==> config.mk <==
export PLATFORM = sky130hd
export DESIGN_NAME = fdat_front
export DESIGN_NICKNAME = d
export VERILOG_FILES = /design/src/fdat_pkg.sv /design/src/fdat_front.sv
export SDC_FILE = /design/constraint.sdc
export NUM_CORES = 1
export LEC_CHECK = 0
export BUFFER_PORTS_ARGS = -buffer_cell sky130_fd_sc_hd__buf_4
export CAP_MARGIN = 30
export CELL_PAD_IN_SITES_DETAIL_PLACEMENT = 1
export CELL_PAD_IN_SITES_GLOBAL_PLACEMENT = 2
export CORE_MARGIN = 3
export CORE_UTILIZATION = 33
export DETAILED_ROUTE_END_ITERATION = 8
export PLACE_DENSITY_LB_ADDON = 0.12
export SETUP_SLACK_MARGIN = 0.02
export SLEW_MARGIN = 20
export SYNTH_ARGS = -nofsm -noshare
export SYNTH_HDL_FRONTEND = slang
export SYNTH_SLANG_ARGS = --single-unit
==> constraint.sdc <==
create_clock -name clock -period 3.15 [get_ports clock]
set_input_delay 0.945 -clock clock [delete_from_list [all_inputs] [get_ports clock]]
set_output_delay 0.945 -clock clock [all_outputs]
set_load 0.02 [all_outputs]
==> src/fdat_pkg.sv <==
// shared types and constants for the fixed-degree adjacency table
// no dependencies
`default_nettype none
package fdat_pkg;
   localparam int NODE_COUNT_DEF = 1024;
   localparam int ROW_SLOTS_DEF  = 32;
   localparam int ID_BITS_DEF    = 16;

   localparam logic [2:0] OP_ADD      = 3'd0;
   localparam logic [2:0] OP_REMOVE   = 3'd1;
   localparam logic [2:0] OP_CLEAR    = 3'd2;
   localparam logic [2:0] OP_APPEND   = 3'd3;
   localparam logic [2:0] OP_READ     = 3'd4;
   localparam logic [2:0] OP_DEGREE   = 3'd5;
   // spare codes, handled as read degree
   localparam logic [2:0] OP_SPARE_LO = 3'd6;
   localparam logic [2:0] OP_SPARE_HI = 3'd7;

   localparam logic [2:0] ST_OK        = 3'd0;
   localparam logic [2:0] ST_RANGE     = 3'd1;
   localparam logic [2:0] ST_EXISTS    = 3'd2;
   localparam logic [2:0] ST_FULL      = 3'd3;
   localparam logic [2:0] ST_NOT_FOUND = 3'd4;
   localparam logic [2:0] ST_TOO_MANY  = 3'd5;

   localparam logic [15:0] EMPTY_MARK = 16'hFFFF;

   localparam logic [10:0] NODES_RESET = 11'd1024;
   localparam logic [5:0]  LIMIT_RESET = 6'd32;

   localparam logic CSR_NODES = 1'b0;
   localparam logic CSR_LIMIT = 1'b1;

   typedef struct packed {
      logic [2:0]  op;
      logic [15:0] node;
      logic [15:0] other_node;
   } req_type;

   typedef struct packed {
      logic [2:0]  status;
      logic [6:0]  row_degree_out;
      logic [15:0] neighbor_id;
      logic [5:0]  slot;
      logic [15:0] edge_count;
      logic        last;
   } rsp_type;

   // classified command from the front to the back
   typedef struct packed {
      logic [2:0]  op;
      logic        bad;
      logic [15:0] node;
      logic [15:0] other_node;
   } cmd_type;
endpackage
`default_nettype wire

==> src/fdat_front.sv <==
// front: range check and a two-entry command queue
// depends on fdat_pkg
`default_nettype none
module fdat_front #(
   parameter int NODE_COUNT = fdat_pkg::NODE_COUNT_DEF
) (
   input  wire logic              clock,
   input  wire logic              reset,
   input  wire logic              req_valid,
   output logic                   req_ready,
   input  wire fdat_pkg::req_type req_data,
   input  wire logic [10:0]       nodes_in_use,
   output logic                   cmd_valid,
   input  wire logic              cmd_ready,
   output fdat_pkg::cmd_type      cmd_data
);
   localparam int NB = $clog2(NODE_COUNT + 1) > 11 ? $clog2(NODE_COUNT + 1) : 11;
   localparam logic [NB-1:0] NN = NB'(NODE_COUNT);

   fdat_pkg::cmd_type q_ff [2];
   fdat_pkg::cmd_type q_in;
   logic [1:0] cnt_ff, cnt_in;
   logic       wp_ff, wp_in, rp_ff, rp_in;
   logic [NB-1:0] lim;
   logic push, pop;

   always_comb begin
      lim = (NB'(nodes_in_use) < NN) ? NB'(nodes_in_use) : NN;
      q_in.op = req_data.op;
      q_in.node = req_data.node;
      q_in.other_node = req_data.other_node;
      q_in.bad = (NB'(req_data.node) >= lim) ||
                 ({1'b0, req_data.node} >= 17'(lim)) ||
                 (((req_data.op == fdat_pkg::OP_ADD) ||
                   (req_data.op == fdat_pkg::OP_REMOVE)) &&
                  ({1'b0, req_data.other_node} >= 17'(lim)));
      req_ready = cnt_ff != 2'd2;
      cmd_valid = cnt_ff != 2'd0;
      cmd_data  = q_ff[rp_ff];
      push = req_valid && req_ready;
      pop  = cmd_valid && cmd_ready;
      wp_in = push ? ~wp_ff : wp_ff;
      rp_in = pop ? ~rp_ff : rp_ff;
      cnt_in = cnt_ff + {1'b0, push} - {1'b0, pop};
   end

   always_ff @(posedge clock) begin
      if (push) begin
         q_ff[wp_ff] <= q_in;
      end
      if (reset) begin
         cnt_ff <= 2'd0;
         wp_ff <= 1'b0;
         rp_ff <= 1'b0;
      end else begin
         cnt_ff <= cnt_in;
         wp_ff <= wp_in;
         rp_ff <= rp_in;
      end
   end
endmodule
`default_nettype wire

# Word level (Yosys, flattened, before mapping)
# Memories as Yosys holds them, arrays and structs flattened. A register that Yosys moved wholly into a read port is not among the register bits.
# Cells that the tools add are included.
# word_totals
regBits	4
mem_bits_rw	72
input_bits	50
elab_cells	27
memories	1
# op_classes
n_addsub	2
magnitude_cmp	4
n_eq_ne	2
muxes	5
bitwise_logic	2
reduce_logical	8
# mem_list
name	words	word_bits	rd	rd_ports_with_merged_regs	wr	line	text
q_ff	2	36	1	1	1	fdat_front.sv:20	fdat_pkg::cmd_type q_ff [2];
# ops
operator	n
$ge 16x11->1	2
$ge 11x11->1	1
$lt 11x11->1 const B	1
$mux 11	1
$mux 1	4
$eq 3x1->1 const B	1
$logic_and 1x1->1	3
$logic_not 3->1	1
$logic_or 1x1->1	3
$add 2x1->2	1
$ne 2x2->1 const B	1
$not 1->1	2
$reduce_bool 2->1	1
$sub 2x1->2	1

# Longest topological paths before layout
# Gate-level depths: netlist (run 1).
# depth
ltp_word	5
ltp_mapped	8
depth_no_buf	8

# Worst setup path before layout (run 1)
# OpenSTA, ideal clock, no wires.
# synth_timing
path_type	input to register
start	input req_valid
end	memory q_ff[0][0] in the netlist's numbering (enable)
setup_time_ns	0.429
arrival_time_ns	2.565
t_required_ns	2.721
path_slack_ns	0.156
cell_stages	2
path_buffers	0
cell_sequence	nand2_1 -> nor2_1
# synth_via
elab_chain_cells	3
# synth_lines
item	line	text
start: declaration	fdat_front.sv:9	input wire logic req_valid,
$logic_and 1x1->1	fdat_front.sv:40	push = req_valid && req_ready;
$mux 1	fdat_front.sv:48	if (push) begin
$mux 1 (implied by the code)	fdat_front.sv:49	q_ff[wp_ff] <= q_in;
end: declaration	fdat_front.sv:20	
# No other way between the ends.

==> results of run 1 <==
-- layer usage --
layer | GRT usage (%) | up-vias | routed length, um
met5 | 0 | - | 0
met4 | 4.11 | 0 | 48
met3 | 4.52 | 7 | 492
met2 | 21.0 | 63 | 3510
met1 | 16.6 | 998 | 3260
li1 | - | 995 | -
-- sequential cells by signal (all words and copies together), names as in the netlist, named ones only --
register  cells
cnt_ff        2
q_ff         72
rp_ff         1
wp_ff         1
-- Yosys cell counts (all sizes together), types with 2 or more instances --
| cell | n |
|---|---|
| xnor2 | 2 |
| xor2 | 2 |
| a2111oi | 2 |
| dfxtp | 5 |
| o21ai | 3 |
| or3 | 2 |
| inv | 5 |
| nand3 | 5 |
| nor2 | 7 |
| nand2 | 14 |
| nor2b | 2 |
| ha | 24 |
| mux2 | 36 |
| edfxtp | 72 |
| nand4 | 2 |
| a211oi | 2 |
| a21o | 2 |
| clkbuf | 4 |
| a21oi | 6 |
| nor3 | 4 |
-- area by class of cell --
cell class                 count  share of cell area, %
clock inverter                 7                   1.69
tap                          133                   3.75
multi-input combinational    122                   24.5
sequential                    77                   51.0
inverter                       6                  0.508
clock buffer                   9                   2.79
timing repair buffer          91                   15.7
-- metrics by stage --
step	power, mW	util (%)	cells	hold slack [ns]
after floorplan	1.96	-	209	0.481
after global placement	2.38	42.9	429	0.497
after detailed placement	2.39	42.9	429	0.506
after CTS	3.15	45.0	445	0.532
after global routing	3.27	45.0	445	0.578
final	3.09	45.0	445	0.521
-- power by group through the flow --
stage | clock network [mW] | registers, mW | logic, mW
2_1_floorplan | 0 | 1.35 | 0.608
3_3_place_gp | 0 | 1.37 | 1.01
3_5_place_dp | 0 | 1.38 | 1.01
4_1_cts | 0.779 | 1.35 | 1.02
5_1_grt | 0.817 | 1.37 | 1.08
6_report | 0.743 | 1.35 | 0.993
-- layout by cell type (no fill, tap or decap), types with 3 or more instances in the layout --
master and count:
inv_1 5, ha_1 24, o21ai_0 3, dfxtp_1 4, nand2_1 14, nor3_2 3
nand3_1 5, nor2_1 6, a21oi_1 6, edfxtp_1 72, buf_4 90, clkbuf_8 9
mux2_2 36
-- cell families (layout without fill, tap and decap cells) --
kind of cell	after synthesis	count (layout)
multiplexers	36	36
adder cells (fa/ha/maj)	24	24
AO/OA/AOI/OAI	16	16
buffers and inverters	10	113
AND/OR/NAND/NOR	42	42
XOR/XNOR	4	4
flip-flops	77	77
-- tightest hold or removal path, cell delays in order (launching register included) --
cell     delay [ns]
dfxtp_1        0.33
xnor2_1        0.08
nor2_1         0.07
-- final timing paths --
kind,startpoint,to,depth (start not counted)
worst min register to register,rp_ff,flip-flop,2
worst min-delay path,rp_ff,flip-flop,2
worst max-delay path,flip-flop,cmd_data[4],3
worst max register to register,cnt_ff[1],cnt_ff[1],8
==> summary.txt, run 1 <==
GRT overflow: 0
via/cell ratio: 4.64
layout cell share with drive strength beyond 1: 48.7%
Arr. time, crit path: 1.62 ns
Ys Warns: 0
slowest stage cell, crit path: dfxtp_2
port buffer count: 87
# nets final: 381
Residual DRC: 0
Final Hold Viols: 0
worst-path cell chain: buf_12, mux2_2, buf_4
largest family of logic cells by synthesized area: multiplexers
CP peak stage delay: 0.49 ns
Antenna Cells: 0
Synth top area share: 64.0%
Setup WS post-layout: 0.586 ns
die width: 107 um
Crit Path Class: reg2out
# fillers: 1,002
Startpoint Class: flip-flop
area of the multi-input gates: 0.00109 sq mm
Tot GR Track Use: 13.1%
Resized Gates After CTS: 0
setup_tns: 0 ns
peak supply drop: 0.000328 V
remaining antenna violation count after routing: 0
FFs w/ async S/R, synth: 0%
postcts setup bufs: 0
largest cells by area after synthesis: edfxtp_1 (64%), mux2_2 (12%), ha_1 (8.9%), dfxtp_1 (3.0%), nand2_1 (1.6%)
largest area contributor in the netlist: edfxtp_1
initial antenna violation count: 0
period utilization: 81.4%
largest net degree at the start of global routing: 37
clock share of power: 24.1%
syn_nets: 283
number of max-cap violations: 0
CTS Sinks: 77
storage element area: 0.00226 sq mm
drt first pass iters: 4
Synth Area in XOR/XNOR: 1.04%
Fin Clk Skew: 0.00866 ns
Post-Syn Area per Cell: 16.2 sq um
worst hold path type: reg2reg
Max Buffers Root-to-Sink: 2
WP buf/inv: 2
Clk pin slew, worst setup/hold paths: 0.08 ns
Highest Clock Rate: 390 MHz
Synth Area in Compound Gates: 3.55%
I/O pin cnt: 88
Logic pwr share: 32.2%
cell internal pwr: 2.13 mW
Synth Register Bits: 77
Post-synth EDFFs: 72
routed vias: 2,063
CP top delay family: flip-flops
adder-cell share of the synthesized area: 8.89%
pre-CTS WS: 0.226 ns
number of distinct library cells after synthesis: 31
number of global-route vias before repair: 2,194
fin. max-slew vios: 0
leakage: 1.70 nW
Final Critical Period: 2.56 ns
CTS tree: yes
Switching Share: 31.0%
final setup vio count: 0
initial core utilization: 34.3%
RD Place Congestion: 0.722
DR WL/cell: 16.4 um
Synth Area in Simple Gates: 6.48%
Top FF cell, synth: edfxtp_1
cts bufs inserted: 9
die height: 107 um
Pwr per Cell Area: 696 mW/mm^2
synth-to-layout area growth: 31.2%
CP endpoint kind: output pin
DP HPWL: 5270 um
status: finished clean
root buffer cell: clkbuf_8
FP Rows: 36
Hold Buf Count CTS: 0
DRT iter0 DRCs: 96
slew margin rel.: 64.4%
core area: 0.00986 sq mm
Critical Path Fanout Max: 28
mux cell area share after synthesis: 12.0%
die footprint: 0.0115 sq mm
switching power: 0.957 mW
Sequential Power Share: 43.8%
RSZ-0062 raised after global routing: no
routed wire length: 7320 um
Required @ worst endpoint: 2.20 ns
cells after synthesis: 209
Mapped Area: 0.00338 sq mm
Worst-Skew Late Latency: 0.35 ns
instance area at placement: 0.00424 sq mm
H-tree level count: 3
sequential fraction of the synthesis area: 66.9%
final instance area: 0.00444 sq mm
R2R setup slack: 1.40 ns
Tightest Pin Transition: 0.535 ns
first-pass GRT wire length: 11,400 um
Note: power is estimated with default switching activity, not from simulation.
==> inputs of run 2 (changes only) <==
==> constraint.sdc (replaced) <==
create_clock -name clock -period 2.1 [get_ports clock]
set_input_delay 0.63 -clock clock [delete_from_list [all_inputs] [get_ports clock]]
set_output_delay 0.63 -clock clock [all_outputs]
set_load 0.02 [all_outputs]
==> run 2 against run 1 <==
Against the previous run:
- clock power rose by 29%
- sequential cell count unchanged
- wire length is 0.94% higher
- count of clock-buffer cells in the layout up 2
- sequential share of layout area down 1.5 points
- combinational power up 60%
- critical path type unchanged
- critical endpoint unchanged
==> summary.txt, run 2 (same netlist as run 1, synthesis figures left out) <==
CP peak stage delay: 0.37 ns (-0.12 ns)
FP Rows: 36 (unchanged)
Fin Clk Skew: 0.00358 ns (-0.00509 ns)
met3 GRT Util: 4.76% (+0.24 points)
leakage: 1.79 nW (+5.6%)
Top reg by flops: q_ff
clock share of power: 21.0% (-3.1 points)
Pwr per Cell Area: 997 mW/mm^2 (+43%)
Max Buffers Root-to-Sink: 2 (unchanged)
cell internal pwr: 3.16 mW (+48%)
drt first pass iters: 4 (unchanged)
most frequent cells in the layout: buf_4 (104), edfxtp_1 (72), mux2_2 (31), ha_1 (23), nand2_1 (13)
WP buf/inv: 2 (unchanged)
Tot GR Track Use: 13.3% (+0.23 points)
Final Core Density: 46.4% (+1.4 points)
Residual DRC: 0 (unchanged)
DRT iter0 DRCs: 58 (-40%)
final hold slack: 0.479 ns (-0.0420 ns)
CP top delay family: flip-flops
Logic pwr share: 34.9% (+2.7 points)
initial core utilization: 34.3% (unchanged)
CP endpoint kind: output pin
worst hold path type: in2reg
switching power: 1.40 mW (+46%)
Crit Path Class: reg2out
layout cell share with drive strength beyond 1: 52.0% (+3.3 points)
DP HPWL: 5540 um (+5.0%)
CTS Sinks: 77 (unchanged)
global routing's busiest layer: met2
routed wire length: 7390 um (+0.94%)
Startpoint Class: flip-flop
slowest stage cell, crit path: dfxtp_4
Worst-Skew Late Latency: 0.33 ns (-0.02 ns)
Tightest Pin Transition: 0.429 ns (-0.105 ns)
met2 usage: 22.5% (+1.4 points)
largest net degree at the start of global routing: 20 (-46%)
remaining antenna violation count after routing: 0 (unchanged)
H-tree level count: 3 (unchanged)
synth-to-layout area growth: 35.3%
status: finished clean
I/O pin cnt: 88 (unchanged)
Clk pin slew, worst setup/hold paths: 0.08 ns (about the same)
GR Util met1: 16.1% (-0.47 points)
worst-path cell chain: buf_12, mux2_2, buf_4
pre-CTS WS: -0.238 ns (-0.464 ns)
die width: 107 um (unchanged)
fin. max-slew vios: 0 (unchanged)
Switching Share: 30.6% (-0.36 points)
GRT overflow: 0 (unchanged)
Sequential Power Share: 44.1% (+0.3 points)
die height: 107 um (unchanged)
routed vias: 2,104 (+2.0%)
Antenna Cells: 0 (unchanged)
port buffer count: 87 (unchanged)
root buffer cell: clkbuf_8
commonest non-fill, non-tap cell in the layout: buf_4
Arr. time, crit path: 1.39 ns (-0.23 ns)
slew margin rel.: 71.3% (+7.0 points)
# nets final: 396 (+3.9%)
top flop regs: q_ff x72, cnt_ff x2
peak supply drop: 0.000387 V (+18%)
Final Critical Period: 2.02 ns
number of max-cap violations: 0 (unchanged)
period utilization: 96.4%
Critical Path Fanout Max: 17 (-39%)
via/cell ratio: 4.57 (-1.3%)
launch point of the worst reg-to-reg path: cnt_ff[1]
Highest Clock Rate: 494 MHz
flip-flop count of the largest register after layout: 72 (unchanged)
CTS tree: yes
DR WL/cell: 16.1 um (-2.3%)
postcts setup bufs: 0 (unchanged)
cts bufs inserted: 9 (unchanged)
critical hold path startpoint: req_data[32]
RSZ-0062 raised after global routing: yes
Final Hold Viols: 0 (unchanged)
number of global-route vias before repair: 2,296 (+4.6%)
initial antenna violation count: 0 (unchanged)
RD Place Congestion: 0.715 (-0.91%)
first-pass GRT wire length: 11,600 um (+1.9%)
final setup vio count: 0 (unchanged)
die footprint: 0.0115 sq mm (unchanged)
Setup WS post-layout: 0.0754 ns (-0.511 ns)
core area: 0.00986 sq mm (unchanged)
Required @ worst endpoint: 1.47 ns (-0.73 ns)
## run 2: cell types whose count changed in the layout (fill, tap and decap cells not counted), moves of 2 or more
cell	before	now
mux2_4	0	5
clkinv_2	0	4
clkinv_1	2	0
mux2_2	36	31
buf_4	90	104
## run 2: what timing repair did
item                       4_1_cts  5_1_grt
setup endpoints to repair        0       38
hold buffers                     0        0
resized for setup                0        7
## run 2: final cells by class
| cell class | count | area [sq um] |
|---|---|---|
| Sequential cell | 77 | 2270 |
| Multi-Input combinational cell | 122 | 1120 |
| Clock inverter | 5 | 27.5 |
| Fill cell | 1036 | 5290 |
| Clock buffer | 11 | 141 |
| Timing Repair Buffer | 106 | 821 |
| Tap cell | 133 | 166 |
| Inverter | 6 | 27.5 |
## run 2: power by group through the flow
stage                     clock network, mW  logic, mW  registers, mW
after floorplan                           0      0.920           2.02
after global placement                    0       1.59           2.03
after detailed placement                  0       1.60           2.05
after CTS                              1.01       1.61           2.01
after global routing                   1.08       1.73           2.03
final                                 0.958       1.59           2.01
## run 2: per-stage QoR
step	cell area, sq um	setup TNS [ns]	instances	total power, mW
4_1_cts	4550	0	460	4.63
3_3_place_gp	4380	-0.313	444	3.62
2_1_floorplan	3410	0	209	2.94
3_5_place_dp	4380	-0.477	444	3.65
5_1_grt	4570	0	460	4.85
6_report	4570	0	460	4.56
## run 2: per-layer routing
layer	part of all wire (%)	vias to the layer above
met2	49	57
li1	-	1026
met5	0	-
met4	0.31	0
met3	6.5	2
met1	44	1019
## run 2: worst paths after layout
| check | to | slack, ns | cells past startpoint |
|---|---|---|---|
| max | cmd_data[4] | 0.08 | 3 |
| min | q_ff[0][33] | 0.48 | 1 |
| max reg2reg | cnt_ff[1] | 0.35 | 8 |
| min reg2reg | rp_ff | 0.53 | 2 |
==> inputs of run 3 (changes only) <==
--- a/config.mk
+++ b/config.mk
@@ -5,10 +5,11 @@
 export SDC_FILE = /design/constraint.sdc
 export NUM_CORES = 1
 export LEC_CHECK = 0
-export BUFFER_PORTS_ARGS = -buffer_cell sky130_fd_sc_hd__buf_4
+export BUFFER_PORTS_ARGS = -buffer_cell sky130_fd_sc_hd__buf_2
 export CAP_MARGIN = 30
 export CELL_PAD_IN_SITES_DETAIL_PLACEMENT = 1
 export CELL_PAD_IN_SITES_GLOBAL_PLACEMENT = 2
+export CORE_ASPECT_RATIO = 0.8
 export CORE_MARGIN = 3
 export CORE_UTILIZATION = 33
 export DETAILED_ROUTE_END_ITERATION = 8
==> run 3 against run 2 <==
Against the previous run:
- wire length up 1.6%
- critical endpoint is now cmd_data[5]
- clock power up 52%
- utilization down 0.63 points
- combinational power down 8%
- highest routed layer unchanged
- critical path type unchanged
- sequential share of layout area up 0.97 points
- clock skew about the same
==> summary.txt, run 3 (same netlist as run 1, synthesis figures left out) <==
status: finished clean
Worst-Skew Late Latency: 0.33 ns (about the same)
remaining antenna violation count after routing: 0 (unchanged)
CTS tree: yes
global routing's busiest layer: met2
Startpoint Class: flip-flop
DP HPWL: 5500 um (-0.67%)
DRT iter0 DRCs: 60 (+3.4%)
GRT overflow: 0 (unchanged)
critical hold path startpoint: req_data[32]
DR WL/cell: 16.3 um (+1.6%)
port buffer count: 87 (unchanged)
Tot GR Track Use: 13.6% (+0.24 points)
first-pass GRT wire length: 11,700 um (+1.2%)
drt first pass iters: 4 (unchanged)
R2R depth: 8 (unchanged)
Final Critical Period: 2.03 ns (+0.00907 ns)
I/O pin cnt: 88 (unchanged)
Top reg by flops: q_ff
hold depth: 1 (unchanged)
Pwr per Cell Area: 1100 mW/mm^2 (+10%)
die footprint: 0.0115 sq mm (about the same)
die width: 119 um (+11%)
Crit Path Class: reg2out
peak supply drop: 0.000754 V (+95%)
routed vias: 2,110 (+0.29%)
# fillers: 1,009 (-2.6%)
synth-to-layout area growth: 32.7%
CTS Sinks: 77 (unchanged)
slew margin rel.: 72.9% (+1.6 points)
final setup vio count: 0 (unchanged)
commonest non-fill, non-tap cell in the layout: buf_2
initial core utilization: 34.5% (+0.19 points)
FP Rows: 32 (-11%)
CP endpoint kind: output pin
instance area at placement: 0.00415 sq mm (-5.3%)
storage element area: 0.00227 sq mm (unchanged)
flip-flop count of the largest register after layout: 72 (unchanged)
most frequent cells in the layout: buf_2 (87), edfxtp_1 (72), mux2_2 (36), ha_1 (23), nand2_1 (13)
# nets final: 393 (-0.76%)
number of max-cap violations: 0 (unchanged)
Fin Clk Skew: 0.00398 ns (+0.000399 ns)
via/cell ratio: 4.59 (+0.29%)
Highest Clock Rate: 492 MHz (-0.45%)
Max Buffers Root-to-Sink: 2 (unchanged)
Tightest Pin Transition: 0.396 ns (-0.0335 ns)
period utilization: 96.8% (+0.43 points)
fin. max-slew vios: 0 (unchanged)
Required @ worst endpoint: 1.47 ns (about the same)
Clk pin slew, worst setup/hold paths: 0.05 ns (-0.03 ns)
routed wire length: 7510 um (+1.6%)
cts bufs inserted: 9 (unchanged)
worst flop-to-flop path endpoint: cnt_ff[1]
leakage: 1.75 nW (-2.4%)
met3 GRT Util: 3.96% (-0.80 points)
launch point of the worst reg-to-reg path: cnt_ff[1]
Critical Path Fanout Max: 10 (-7)
Hold Path End: q_ff[1][33]
RSZ-0062 raised after global routing: yes
Arr. time, crit path: 1.40 ns (about the same)
top flop regs: q_ff x72, cnt_ff x2
die height: 96.5 um (-10%)
RD Place Congestion: 0.723 (+1.2%)
final instance area: 0.00449 sq mm (-1.9%)
layout cell share with drive strength beyond 1: 50.9% (-1.1 points)
H-tree level count: 3 (unchanged)
postcts setup bufs: 0 (unchanged)
Final Hold Viols: 0 (unchanged)
root buffer cell: clkbuf_16
largest net degree at the start of global routing: 37 (+85%)
R2R setup slack: 0.35 ns (about the same)
Antenna Cells: 0 (unchanged)
initial antenna violation count: 0 (unchanged)
Residual DRC: 0 (unchanged)
number of global-route vias before repair: 2,319 (+1.0%)
met2 usage: 22.9% (+0.47 points)
GR Util met1: 16.7% (+0.59 points)
worst hold path type: in2reg
Final Core Density: 45.7% (-0.63 points)
area of the multi-input gates: 0.00111 sq mm (-0.78%)
core area: 0.00981 sq mm (-0.56%)
run 3: metal layers:
metal  part of all wire [%]  up-vias
li1                       -     1023
met1                     47     1031
met2                     47       48
met3                    4.2        8
met4                    1.4        0
met5                      0        -
run 3: worst max-delay path by stage:
stage	startpoint	to	slack [ns]	cells after the start
after floorplan	req_data[15]	q_ff[0][32]	0.03	5
after global placement	nodes_in_use[10]	q_ff[1][32]	-0.15	9
after detailed placement	nodes_in_use[10]	q_ff[0][32]	-0.22	9
after CTS	flip-flop	cmd_data[35]	0.03	3
after global routing	flip-flop	cmd_data[1]	0.004	3
final	flip-flop	cmd_data[5]	0.07	3
run 3: report_power, final:
group | internal [mW] | switching (mW)
clock | 0.904 | 0.551
combinational | 0.635 | 0.827
sequential | 1.95 | 0.0723
run 3: what timing repair did:
item,4_1_cts,5_1_grt
cloned,0,1
hold buffers,0,0
resized for setup,1,6
endpoints found under the setup margin,15,24
run 3: stage by stage:
step	setup slack [ns]	hold slack, ns	TNS, ns	power (mW)	std cells
5_1_grt	0.00442	0.495	0	5.22	460
2_1_floorplan	0.0300	0.481	0	2.94	209
3_5_place_dp	-0.219	0.521	-0.438	3.48	443
4_1_cts	0.0269	0.487	0	4.96	459
6_report	0.0663	0.501	0	4.94	460
3_3_place_gp	-0.149	0.497	-0.298	3.46	443
run 3: critical path: stages (launching register included):
cell,delay [ns]
dfxtp_4,0.40
clkbuf_16,0.18
mux2_2,0.33
buf_2,0.16
run 3: layout make-up:
cell class / instances / area share (%)
well taps: 136 / 3.79
clock buffers: 15 / 6.22
flip-flops and latches: 77 / 50.5
multi-input cells: 122 / 24.9
clock inverters: 1 / 0.112
repair buffers: 103 / 13.9
inverters: 6 / 0.614
